## src/rtl/spg_pkg.sv

```systemverilog
package spg_pkg;

	// Field and register widths.
	localparam int unsigned RATE_W   = 32;
	localparam int unsigned COUNT_W  = 32;
	localparam int unsigned TICK_W   = 32;
	localparam int unsigned ACC_W    = 33;
	localparam int unsigned HOLDMS_W = 16;
	localparam int unsigned ACTION_W = 2;
	localparam int unsigned CFG_IDX_W  = 2;
	localparam int unsigned CFG_DATA_W = 32;

	// Stream payload widths, padded to whole bytes, and the internal result width.
	localparam int unsigned IN_DATA_W  = 72;
	localparam int unsigned OUT_DATA_W = 8;
	localparam int unsigned RES_W      = 4;

	// Hold time arithmetic: ceil(hold_ms * tick_hz / 1000), split as
	// hold_ms * (tick_hz / 1000) + ceil(hold_ms * (tick_hz % 1000) / 1000).
	// Both divisions by 1000 are a multiplication by a rounded-up reciprocal,
	// exact for any 32-bit dividend.
	localparam int unsigned MS_PER_S     = 1000;
	localparam int unsigned ROUND_UP     = MS_PER_S - 1;
	localparam int unsigned RECIP_W      = 29;
	localparam int unsigned RECIP_SHIFT  = 38;
	localparam logic [RECIP_W-1:0] RECIP_1000 = 29'h1062_4DD3;
	localparam int unsigned RECIP_PROD_W = TICK_W + RECIP_W;
	localparam int unsigned QUO_W        = RECIP_PROD_W - RECIP_SHIFT;
	localparam int unsigned REM_W        = 10;
	localparam int unsigned WHOLE_W      = HOLDMS_W + QUO_W;
	localparam int unsigned PART_W       = 26;
	localparam int unsigned FRAC_W       = HOLDMS_W;

	typedef enum logic [ACTION_W-1:0] {
		ACT_TICK = 2'd0,
		ACT_MOVE = 2'd1,
		ACT_STOP = 2'd2
	} action_t;

	typedef enum logic [CFG_IDX_W-1:0] {
		CFG_TICK_HZ      = 2'd0,
		CFG_HOLD_ON_STOP = 2'd1,
		CFG_HOLD_MS      = 2'd2
	} cfg_index_t;

	typedef enum logic [2:0] {
		CALC_IDLE = 3'd0,
		CALC_QUO  = 3'd1,
		CALC_REM  = 3'd2,
		CALC_PART = 3'd3,
		CALC_FRAC = 3'd4,
		CALC_SUM  = 3'd5
	} calc_state_t;

endpackage

```

## src/rtl/stepper_pulse_generator_unit.sv

```systemverilog
// Step/direction/enable generator with a phase accumulator, one result per input transfer.
// A result is registered in the output register, or in the skid stage if m_tready stalls it.
// One transfer per cycle unless s_tready drops (hold recompute busy, or skid stage full).
// A configuration write recomputes the hold length with reciprocal multiplications by 1/1000;
// s_tready stays low meanwhile (quotient, remainder, part, fraction, sum).
// arst_n resets all motion state (direction to cw), the output register and the skid stage.
module stepper_pulse_generator_unit (
	input  logic                                clk,
	input  logic                                arst_n,
	// Configuration write port.
	input  logic                                cfg_we,
	input  logic [spg_pkg::CFG_IDX_W-1:0]       cfg_index,
	input  logic [spg_pkg::CFG_DATA_W-1:0]      cfg_wdata,
	// Slave side: commands and ticks.
	input  logic                                s_tvalid,
	output logic                                s_tready,
	// s_tdata, low bit up: direction_cw[0], step_rate_hz[32:1], step_count[64:33], zeros.
	input  logic [spg_pkg::IN_DATA_W-1:0]       s_tdata,
	// s_tuser: action[1:0].
	input  logic [spg_pkg::ACTION_W-1:0]        s_tuser,
	// Master side: output levels after each item.
	output logic                                m_tvalid,
	input  logic                                m_tready,
	// m_tdata, low bit up: step_out[0], dir_out[1], enable_out[2], is_running[3], zeros.
	output logic [spg_pkg::OUT_DATA_W-1:0]      m_tdata
);

	// ------------------------------------------------------------------
	// Configuration registers.
	// ------------------------------------------------------------------
	logic [spg_pkg::TICK_W-1:0]   tick_hz_q;
	logic                         hold_on_stop_q;
	logic [spg_pkg::HOLDMS_W-1:0] hold_ms_q;

	always_ff @(posedge clk or negedge arst_n) begin
		if (!arst_n) begin
			tick_hz_q      <= '0;
			hold_on_stop_q <= 1'b1;
			hold_ms_q      <= '0;
		end else if (cfg_we) begin
			unique case (cfg_index)
				spg_pkg::CFG_TICK_HZ:      tick_hz_q      <= cfg_wdata[spg_pkg::TICK_W-1:0];
				spg_pkg::CFG_HOLD_ON_STOP: hold_on_stop_q <= cfg_wdata[0];
				spg_pkg::CFG_HOLD_MS:      hold_ms_q      <= cfg_wdata[spg_pkg::HOLDMS_W-1:0];
				default: ;
			endcase
		end
	end

	// ------------------------------------------------------------------
	// Hold length sequencer. Every configuration write restarts it, so the
	// precomputed hold count always matches the current registers before
	// the next item is accepted.
	// ------------------------------------------------------------------
	spg_pkg::calc_state_t calc_state_q, calc_state_d;
	logic [spg_pkg::QUO_W-1:0]     quo_q;
	logic [spg_pkg::REM_W-1:0]     rem_q;
	logic [spg_pkg::WHOLE_W-1:0]   whole_q;
	logic [spg_pkg::PART_W-1:0]    part_q;
	logic [spg_pkg::FRAC_W-1:0]    frac_q;
	logic [spg_pkg::TICK_W-1:0]    hold_ticks_q;
	logic                          calc_busy;
	logic                          load_quo, load_rem, load_part, load_frac, load_hold;

	always_comb begin
		calc_state_d = calc_state_q;
		if (cfg_we) begin
			calc_state_d = spg_pkg::CALC_QUO;
		end else begin
			unique case (calc_state_q)
				spg_pkg::CALC_IDLE: calc_state_d = spg_pkg::CALC_IDLE;
				spg_pkg::CALC_QUO:  calc_state_d = spg_pkg::CALC_REM;
				spg_pkg::CALC_REM:  calc_state_d = spg_pkg::CALC_PART;
				spg_pkg::CALC_PART: calc_state_d = spg_pkg::CALC_FRAC;
				spg_pkg::CALC_FRAC: calc_state_d = spg_pkg::CALC_SUM;
				spg_pkg::CALC_SUM:  calc_state_d = spg_pkg::CALC_IDLE;
				default:            calc_state_d = spg_pkg::CALC_IDLE;
			endcase
		end
	end

	always_comb begin
		load_quo  = 1'b0;
		load_rem  = 1'b0;
		load_part = 1'b0;
		load_frac = 1'b0;
		load_hold = 1'b0;
		calc_busy = 1'b1;
		unique case (calc_state_q)
			spg_pkg::CALC_IDLE: calc_busy = 1'b0;
			spg_pkg::CALC_QUO:  load_quo  = 1'b1;
			spg_pkg::CALC_REM:  load_rem  = 1'b1;
			spg_pkg::CALC_PART: load_part = 1'b1;
			spg_pkg::CALC_FRAC: load_frac = 1'b1;
			spg_pkg::CALC_SUM:  load_hold = 1'b1;
			default: calc_busy = 1'b1;
		endcase
	end

	always_ff @(posedge clk or negedge arst_n) begin
		if (!arst_n) begin
			calc_state_q <= spg_pkg::CALC_IDLE;
		end else begin
			calc_state_q <= calc_state_d;
		end
	end

	// The tick rate splits into whole thousands and a remainder below 1000.
	// The whole part times hold_ms needs no rounding; only the remainder part
	// is rounded up. One reciprocal multiplier serves both divisions by 1000.
	logic [spg_pkg::TICK_W-1:0]       recip_arg;
	logic [spg_pkg::RECIP_PROD_W-1:0] recip_prod;
	logic [spg_pkg::QUO_W-1:0]        recip_quo;
	logic [spg_pkg::REM_W-1:0]        rem_calc;
	logic [spg_pkg::WHOLE_W:0]        hold_sum;
	logic [spg_pkg::TICK_W-1:0]       hold_sat;

	assign recip_arg  = load_quo ? tick_hz_q : spg_pkg::TICK_W'(part_q);
	assign recip_prod = spg_pkg::RECIP_PROD_W'(recip_arg)
	                  * spg_pkg::RECIP_PROD_W'(spg_pkg::RECIP_1000);
	assign recip_quo  = recip_prod[spg_pkg::RECIP_PROD_W-1:spg_pkg::RECIP_SHIFT];
	// The remainder is below 1000, so the low bits of the difference are enough.
	assign rem_calc   = tick_hz_q[spg_pkg::REM_W-1:0]
	                  - quo_q[spg_pkg::REM_W-1:0] * spg_pkg::REM_W'(spg_pkg::MS_PER_S);
	assign hold_sum   = {1'b0, whole_q} + (spg_pkg::WHOLE_W+1)'(frac_q);

	always_comb begin
		if (|hold_sum[spg_pkg::WHOLE_W:spg_pkg::TICK_W]) begin
			hold_sat = '1;
		end else if (hold_sum[spg_pkg::TICK_W-1:0] == '0) begin
			hold_sat = spg_pkg::TICK_W'(1);
		end else begin
			hold_sat = hold_sum[spg_pkg::TICK_W-1:0];
		end
	end

	always_ff @(posedge clk or negedge arst_n) begin
		if (!arst_n) begin
			hold_ticks_q <= '0;
		end else if (load_hold) begin
			hold_ticks_q <= hold_sat;
		end
	end

	always_ff @(posedge clk) begin
		if (load_quo) begin
			quo_q <= recip_quo;
		end
		if (load_rem) begin
			rem_q   <= rem_calc;
			whole_q <= spg_pkg::WHOLE_W'(hold_ms_q) * spg_pkg::WHOLE_W'(quo_q);
		end
		if (load_part) begin
			part_q <= spg_pkg::PART_W'(hold_ms_q) * spg_pkg::PART_W'(rem_q)
			        + spg_pkg::PART_W'(spg_pkg::ROUND_UP);
		end
		if (load_frac) begin
			frac_q <= recip_quo[spg_pkg::FRAC_W-1:0];
		end
	end

	// ------------------------------------------------------------------
	// Input fields.
	// ------------------------------------------------------------------
	logic [spg_pkg::ACTION_W-1:0] in_action;
	logic                         in_dir_cw;
	logic [spg_pkg::RATE_W-1:0]   in_rate;
	logic [spg_pkg::COUNT_W-1:0]  in_count;

	assign in_action = s_tuser;
	assign in_dir_cw = s_tdata[0];
	assign in_rate   = s_tdata[spg_pkg::RATE_W:1];
	assign in_count  = s_tdata[spg_pkg::RATE_W+spg_pkg::COUNT_W:spg_pkg::RATE_W+1];

	// ------------------------------------------------------------------
	// Motion state and its next value for the item being transferred.
	// ------------------------------------------------------------------
	logic                          running_q, running_d;
	logic [spg_pkg::RATE_W-1:0]    rate_q, rate_d;
	logic [spg_pkg::ACC_W-1:0]     acc_q, acc_d;
	logic [spg_pkg::COUNT_W-1:0]   target_q, target_d;
	logic [spg_pkg::COUNT_W-1:0]   emitted_q, emitted_d;
	logic                          pulse_q, pulse_d;
	logic                          stop_after_q, stop_after_d;
	logic                          dir_q, dir_d;
	logic [spg_pkg::TICK_W-1:0]    hold_left_q, hold_left_d;
	logic                          enable_q, enable_d;

	logic [spg_pkg::ACC_W-1:0]     tick_ext;
	logic [spg_pkg::ACC_W-1:0]     acc_sum;
	logic                          acc_ge;
	logic [spg_pkg::COUNT_W-1:0]   emitted_inc;
	logic [spg_pkg::RATE_W-1:0]    rate_clamped;
	logic                          stop_now;

	assign tick_ext     = {1'b0, tick_hz_q};
	assign acc_sum      = acc_q + {1'b0, rate_q};
	assign acc_ge       = (acc_sum >= tick_ext);
	assign emitted_inc  = emitted_q + spg_pkg::COUNT_W'(1);
	assign rate_clamped = (in_rate > tick_hz_q) ? tick_hz_q : in_rate;

	always_comb begin
		running_d    = running_q;
		rate_d       = rate_q;
		acc_d        = acc_q;
		target_d     = target_q;
		emitted_d    = emitted_q;
		pulse_d      = pulse_q;
		stop_after_d = stop_after_q;
		dir_d        = dir_q;
		hold_left_d  = hold_left_q;
		enable_d     = enable_q;
		stop_now     = 1'b0;

		unique case (in_action)
			spg_pkg::ACT_TICK: begin
				if (!running_q) begin
					// Idle tick: count down an active hold.
					if (hold_left_q != '0) begin
						hold_left_d = hold_left_q - spg_pkg::TICK_W'(1);
						if (hold_left_q == spg_pkg::TICK_W'(1)) begin
							enable_d = 1'b0;
						end
					end
				end else if (pulse_q) begin
					// Trailing edge of a step pulse; the final one ends the move.
					pulse_d = 1'b0;
					if (stop_after_q) begin
						stop_now = 1'b1;
					end
				end else begin
					acc_d = acc_sum;
					if (acc_ge) begin
						acc_d   = acc_sum - tick_ext;
						pulse_d = 1'b1;
						if (target_q != '0) begin
							emitted_d = emitted_inc;
							if (emitted_inc >= target_q) begin
								stop_after_d = 1'b1;
							end
						end
					end
				end
			end
			spg_pkg::ACT_MOVE: begin
				if ((in_rate == '0) || (tick_hz_q == '0)) begin
					stop_now = 1'b1;
				end else begin
					dir_d        = in_dir_cw;
					rate_d       = rate_clamped;
					running_d    = 1'b1;
					acc_d        = '0;
					target_d     = in_count;
					emitted_d    = '0;
					pulse_d      = 1'b0;
					stop_after_d = 1'b0;
					hold_left_d  = '0;
					enable_d     = 1'b1;
				end
			end
			spg_pkg::ACT_STOP: stop_now = 1'b1;
			default: ;
		endcase

		if (stop_now) begin
			running_d    = 1'b0;
			rate_d       = '0;
			acc_d        = '0;
			target_d     = '0;
			emitted_d    = '0;
			pulse_d      = 1'b0;
			stop_after_d = 1'b0;
			hold_left_d  = '0;
			priority if (!hold_on_stop_q) begin
				enable_d = 1'b0;
			end else if (hold_ms_q == '0) begin
				enable_d = 1'b1;
			end else if (tick_hz_q == '0) begin
				enable_d = 1'b0;
			end else begin
				enable_d    = 1'b1;
				hold_left_d = hold_ticks_q;
			end
		end
	end

	// ------------------------------------------------------------------
	// Handshake. The skid stage lets a transfer complete while the output
	// register still waits on m_tready.
	// ------------------------------------------------------------------
	logic                        out_valid_q, skid_valid_q;
	logic [spg_pkg::RES_W-1:0]   out_q, skid_q;
	logic [spg_pkg::RES_W-1:0]   result;
	logic                        accept;

	assign s_tready = !calc_busy && !skid_valid_q;
	assign accept   = s_tvalid && s_tready;
	assign result   = {running_d, enable_d, dir_d, pulse_d};

	always_ff @(posedge clk or negedge arst_n) begin
		if (!arst_n) begin
			running_q    <= 1'b0;
			rate_q       <= '0;
			acc_q        <= '0;
			target_q     <= '0;
			emitted_q    <= '0;
			pulse_q      <= 1'b0;
			stop_after_q <= 1'b0;
			dir_q        <= 1'b1;
			hold_left_q  <= '0;
			enable_q     <= 1'b0;
		end else if (accept) begin
			running_q    <= running_d;
			rate_q       <= rate_d;
			acc_q        <= acc_d;
			target_q     <= target_d;
			emitted_q    <= emitted_d;
			pulse_q      <= pulse_d;
			stop_after_q <= stop_after_d;
			dir_q        <= dir_d;
			hold_left_q  <= hold_left_d;
			enable_q     <= enable_d;
		end
	end

	always_ff @(posedge clk or negedge arst_n) begin
		if (!arst_n) begin
			out_valid_q  <= 1'b0;
			skid_valid_q <= 1'b0;
			out_q        <= '0;
			skid_q       <= '0;
		end else if (m_tready || !out_valid_q) begin
			if (skid_valid_q) begin
				out_q        <= skid_q;
				out_valid_q  <= 1'b1;
				skid_valid_q <= 1'b0;
			end else begin
				out_valid_q <= accept;
				if (accept) begin
					out_q <= result;
				end
			end
		end else if (accept) begin
			skid_q       <= result;
			skid_valid_q <= 1'b1;
		end
	end

	assign m_tvalid = out_valid_q;
	assign m_tdata  = {{(spg_pkg::OUT_DATA_W - spg_pkg::RES_W){1'b0}}, out_q};

	// ------------------------------------------------------------------
	// Assertions.
	// ------------------------------------------------------------------
	a_skid_behind_out: assert property (@(posedge clk) disable iff (!arst_n)
		skid_valid_q |-> out_valid_q)
		else $error("skid stage holds a result while the output register is empty");

	a_no_accept_busy: assert property (@(posedge clk) disable iff (!arst_n)
		calc_busy |-> !s_tready)
		else $error("transfer possible while the hold length is being recomputed");

	a_pulse_when_running: assert property (@(posedge clk) disable iff (!arst_n)
		pulse_q |-> running_q)
		else $error("step pulse high without a move in progress");

	a_enabled_when_running: assert property (@(posedge clk) disable iff (!arst_n)
		running_q |-> enable_q)
		else $error("driver disabled during a move");

	a_stop_halts: assert property (@(posedge clk) disable iff (!arst_n)
		(accept && (in_action == spg_pkg::ACT_STOP)) |=> !running_q)
		else $error("stop command did not end the move");

endmodule

```

## config.mk

```make
export PLATFORM = sky130hd
export DESIGN_NAME = stepper_pulse_generator_unit
export DESIGN_NICKNAME = d
export VERILOG_FILES = /design/src/rtl/spg_pkg.sv /design/src/rtl/stepper_pulse_generator_unit.sv
export SDC_FILE = /design/constraint.sdc
export NUM_CORES = 2
export LEC_CHECK = 0
export BUFFER_PORTS_ARGS = -buffer_cell sky130_fd_sc_hd__buf_2
export CAP_MARGIN = 20
export CORE_MARGIN = 10
export CORE_UTILIZATION = 49
export DETAILED_ROUTE_END_ITERATION = 10
export GPL_TIMING_DRIVEN = 0
export SYNTH_ARGS = -nofsm -noshare
export SYNTH_HDL_FRONTEND = slang
export SYNTH_SLANG_ARGS = --single-unit
```

## constraint.sdc

```tcl
create_clock -name clk -period 19.5 [get_ports clk]
set_input_delay 3.9 -clock clk [delete_from_list [all_inputs] [get_ports clk]]
set_output_delay 3.9 -clock clk [all_outputs]
set_load 0.005 [all_outputs]
```

After elaboration in Yosys (flattened, before gate mapping) --
Cells that the tools add are included.
Word-level totals: register bits 374, input port bits 113, output and inout port bits 10, logic and storage cells 163
Operators by class: $add $sub $neg 7, multipliers 4, $lt $le $gt $ge 3, equality and inequality tests 19, mux-type cells 75, bitwise operators 1, reductions and logical operators 30
Operator list (number):
- $mux W32 | 22
- $mux W33 | 5
- $pmux W32 S2 | 2
- $logic_not A32 Y1 | 3
- $pmux W33 S2 | 1
- $reduce_bool A32 Y1 | 2
- $mul A32 B29 Y61 const B | 1
- $add A39 B16 Y40 | 1
- $mul A16 B23 Y39 | 1
- $mux W1 | 37
- $add A33 B32 Y33 | 1
- $ge A33 B32 Y1 | 1
- $sub A33 B32 Y33 | 1
- $add A32 B1 Y32 const B | 1
- $eq A32 B1 Y1 const B | 1
- $ge A32 B32 Y1 | 1
- $gt A32 B32 Y1 | 1
- $sub A32 B1 Y32 const B | 1
- $add A26 B10 Y26 const B | 1
- $mul A16 B10 Y26 | 1
- $ne A3 B3 Y1 const B | 8
- $logic_not A16 Y1 | 1
- $pmux W3 S4 | 1
- $mul A10 B7 Y7 const B | 1
- 25 further kinds | 43

Depth between registers and ports, before layout --
depth after elaboration 9, gate-level depth with buffers 31, gate-level depth less buffers 28

Worst setup path before layout --
Ideal clock, no wire load.
kind reg2reg, from register calc_state_q[1], to register quo_q[21] (netlist bit) (data pin), library setup time 267 ps, arrival time 9015 ps, required time 19233 ps, setup slack 10218 ps, stages on the path, launching flop included 29, buffers on the path 3, clock period less this slack 9282 ps, cell sequence dfrtp_1 nor3b_1 buf_1 clkbuf_1 buf_1 mux2i_1 inv_1 ha_1 fa_1 fa_1 inv_1 fa_1 inv_1 fa_1 fa_1 fa_1 inv_1 fa_1 inv_1 ha_1 or3_1 o21ai_0 a21oi_1 a2111oi_1 nor2_1 a221oi_1 a31oi_1 a221oi_1 xnor2_1
Between the ends: word-level cells in the longest chain between the ends 4
RTL lines:
- start, declared | line stepper_pulse_generator_unit.sv:55 | spg_pkg::calc_state_t calc_state_q, calc_state_d;
- start signal, assigned | line stepper_pulse_generator_unit.sv:102 | calc_state_q <= spg_pkg::CALC_IDLE;
- start signal, assigned | line stepper_pulse_generator_unit.sv:104 | calc_state_q <= calc_state_d;
- $eq A3 B1 Y1 | line stepper_pulse_generator_unit.sv:89 | unique case (calc_state_q)
- $mux W1 | line stepper_pulse_generator_unit.sv:89
- $mux W32 | line stepper_pulse_generator_unit.sv:118 | assign recip_arg = load_quo ? tick_hz_q : spg_pkg::TICK_W'(part_q);
- $mul A32 B29 Y61 | line stepper_pulse_generator_unit.sv:120 | * spg_pkg::RECIP_PROD_W'(spg_pkg::RECIP_1000);
- named net recip_prod (one bit) | line stepper_pulse_generator_unit.sv:112 | logic [spg_pkg::RECIP_PROD_W-1:0] recip_prod;
- end signal, assigned | line stepper_pulse_generator_unit.sv:147 | quo_q <= recip_quo;
- end, declared | line stepper_pulse_generator_unit.sv:56 | logic [spg_pkg::QUO_W-1:0] quo_q;
The timed path passes the listed nets, and every way through them passes these cells. A chain may end at the register's enable or synchronous reset.

Worst setup path after layout --
from register calc_state_q[1], to register frac_q[6] (netlist bit) (data pin)
Between the ends: word-level cells in the longest chain between the ends 4
RTL lines:
- $eq A3 B1 Y1 | line stepper_pulse_generator_unit.sv:89
- $mux W1 | line stepper_pulse_generator_unit.sv:89
- $mux W32 | line stepper_pulse_generator_unit.sv:118
- $mul A32 B29 Y61 | line stepper_pulse_generator_unit.sv:120
- named net recip_prod (one bit) | line stepper_pulse_generator_unit.sv:112
- end signal, assigned | line stepper_pulse_generator_unit.sv:158 | frac_q <= recip_quo[spg_pkg::FRAC_W-1:0];
- end, declared | line stepper_pulse_generator_unit.sv:60 | logic [spg_pkg::FRAC_W-1:0] frac_q;
The timed path passes the listed nets, and every way through them passes these cells.

==> metrics.yaml <==
fin_crit_ns: 11.88
postCtsResizedCells: 0
relSlewSlack_pct: 26.78
crit_path_max_incr_delay_ns: 0.74
synthMuxAreaShare_pct: 1.805
async_reset_ff_share_pct: 69.52
ys_seq_elements: 374
yosys_warnings: 0
viasPerCell: 5.675
antenna_found_initial: 10
drt-initial-drc-count: 2938
mostFrequentLayoutCells: "inv_1, fa_1, ha_1"
area_delta_synth_final_pct: 8.200
cts.path.max_buffers: 3
wl_met3_um: 12140
min_path_type: "reg -> reg"
status: "finished, final reports clean"
path_class: "reg -> reg"
cts_tree: "yes"
drt-pass1-iter-count: 5
grt_max_degree: 93
cp_slowest_cell: "mux2i_1"
cts_hold_buf: 0
yosysSeqAreaShare_pct: 18.46
htree_levels: 2
finalHoldViolations: 0
place.gp.congestion: 0.9436
arrival_ns: 12.18
worst-path-max-fanout: 10
synth-simple-area-share_pct: 13.37
syn_area_per_cell_um2: 9.398
max_cap_violations: 0
clkLatencyLatePin_ns: 0.64
row_count: 121
wirelength_um: 158200
fin_crit_sh_pct: 60.92
cts-root-buf: "clkbuf_16"
synth_top_family_by_area: "adder cells"
fin_skew_ns: 0.02189
cp_common_cell: "fa_1"
synth_fa_ha_area_share_pct: 43.02
die_y_um: 351.4
tightest_slew_ns: 1.068
cts-buffers-inserted: 48
clkTransAtPathRegs_ns: 0.06
io_buffers: 111
num_vias: 41820
io_pins: 123
coreArea_um2: 109000
synth_cells: 5725
critical_path_required_ns: 19.80
drtAntennaViolNets: 0
wl_per_cell_um: 21.47
max_freq_mhz: 84.19
cp-end-kind: "flop"
highest_layer: "met5"
maxSlewViolCount: 0
die-area_um2: 123500
clkSinkCount: 374
layout-drive-gt1-share_pct: 5.024
hpwlAfterDp_um: 131400
ys_types: 88
cp-start-kind: "flop"
synth_xor_area_share_pct: 3.630
nets: 7448
final_common_cell: "inv_1"
grt_first_pass_wirelength_um: 246200
syn_area_um2: 53800
grt_pass1_vias: 42380
wl_met2_um: 73760
track_usage_pct: 25.70
finalSetupViolCount: 0
post_cts_buffers: 0
synth_edf_count: 114
rsz0062_at_grt: "false"
start_util_pct: 49.36
wl_met1_um: 68300
tns_ns: 0
dp.cells: 7275
drcViolationCount: 0
yosys_most_used_dff: "dfrtp_1"
final_cells: 7369
die_x_um: 351.4
synth_compound_area_share_pct: 10.75
grt_overflow_total: 0
==> routing by layer <==
metal	vias to the layer above	GRT usage, %
met5	-	0
met2	1276	41.98
met1	21110	34.97
li1	19240	-
met3	180	4.882
met4	8	6.425
==> Yosys cell counts, types with 14 or more instances <==
library cell,number,share of area [%]
o21a_1,47,0.66
a32oi_1,45,0.73
dfrtp_1,258,12
or3_1,14,0.16
nand4b_1,35,0.57
nor3_1,48,0.45
clkbuf_1,187,1.3
a211oi_1,28,0.39
a31oi_1,34,0.40
inv_1,1062,7.4
nor4_1,52,0.60
o21ai_0,209,1.9
a22o_1,36,0.59
mux2_2,32,0.67
xnor2_1,150,2.4
xor2_1,73,1.2
and3_1,42,0.49
and2_1,224,2.6
a21oi_1,226,2.1
a21o_1,90,1.3
nand2b_1,27,0.31
o31ai_1,16,0.22
edfxtp_1,114,6.4
nand4_1,44,0.51
nand2_1,552,3.9
nor2b_1,37,0.43
ha_1,709,16
fa_1,713,27
mux2i_1,61,1.1
o211ai_1,18,0.25
nand3_1,131,1.2
o21bai_1,18,0.25
nor2_1,192,1.3
==> kinds of logic (layout without fill, tap and decap cells) <==
logic type | Yosys count | count (layout)
and+or+nand+nor | 1454 | 1454
adders and majority gates | 1422 | 1422
buffers and inverters | 1271 | 1495
AOI/OAI and AO/OA | 887 | 887
DFF | 374 | 374
xor gates and xnor gates | 223 | 223
muxes | 93 | 93
other | 1 | 7
==> path summary, 6_finish.rpt <==
kind                                       from            end  slack [ns]  cells after the start
min in group asynchronous                arst_n  emitted_q[10]        3.29                      1
worst min-delay path                   enable_q       enable_q        0.47                      2
max in group asynchronous                arst_n  tick_hz_q[19]       14.87                      3
worst max register to register  calc_state_q[1]      frac_q[6]        7.62                     29
worst max-delay path            calc_state_q[1]      frac_q[6]        7.62                     29
worst min register to register         enable_q       enable_q        0.47                      2
==> worst max-delay path: cells and delay by family (launching register included) <==
family                     cells  cell delay [ns]
and+or+nand+nor                4             1.40
DFF                            1             0.43
buffers and inverters          8             2.48
muxes                          1             0.74
AOI/OAI and AO/OA              7             2.26
adders and majority gates      9             4.19
==> registers in the layout, summed over array words and instances (netlist names), 10 cells and up <==
name / cells
hold_ticks_q: 32
emitted_q: 32
hold_ms_q: 16
target_q: 32
tick_hz_q: 32
rate_q: 32
quo_q: 23
hold_left_q: 32
part_q: 26
frac_q: 16
whole_q: 39
acc_q: 33
rem_q: 10
==> through the flow <==
| step | hold WS [ns] | setup slack, ns | instance area [um^2] | utilization, % |
|---|---|---|---|---|
| detailed placement | 0.4638 | 7.848 | 56450 | 51.79 |
| global placement | 0.4507 | 6.361 | 56140 | 51.50 |
| finish | 0.4724 | 7.622 | 58220 | 53.41 |
| floorplan | 0.4371 | 10.22 | 53820 | - |
| global route | 0.5075 | 7.284 | 58210 | 53.40 |
| CTS | 0.4778 | 7.802 | 58190 | 53.39 |
==> final cells by class <==
| class | instances | area, um^2 |
|---|---|---|
| fillers | 10090 | 50790 |
| multi-input cells | 4083 | 39090 |
| flip-flops and latches | 374 | 9932 |
| inverters | 1064 | 3994 |
| well taps | 1414 | 1769 |
| clock buffers | 68 | 1449 |
| repair buffers | 135 | 853.3 |
| plain buffers | 207 | 828.3 |
| clock inverters | 21 | 294.0 |
| diodes | 3 | 7.507 |
Power is not shown: default switching activity piles up to over one toggle a cycle in this logic, so the estimate is an artifact.
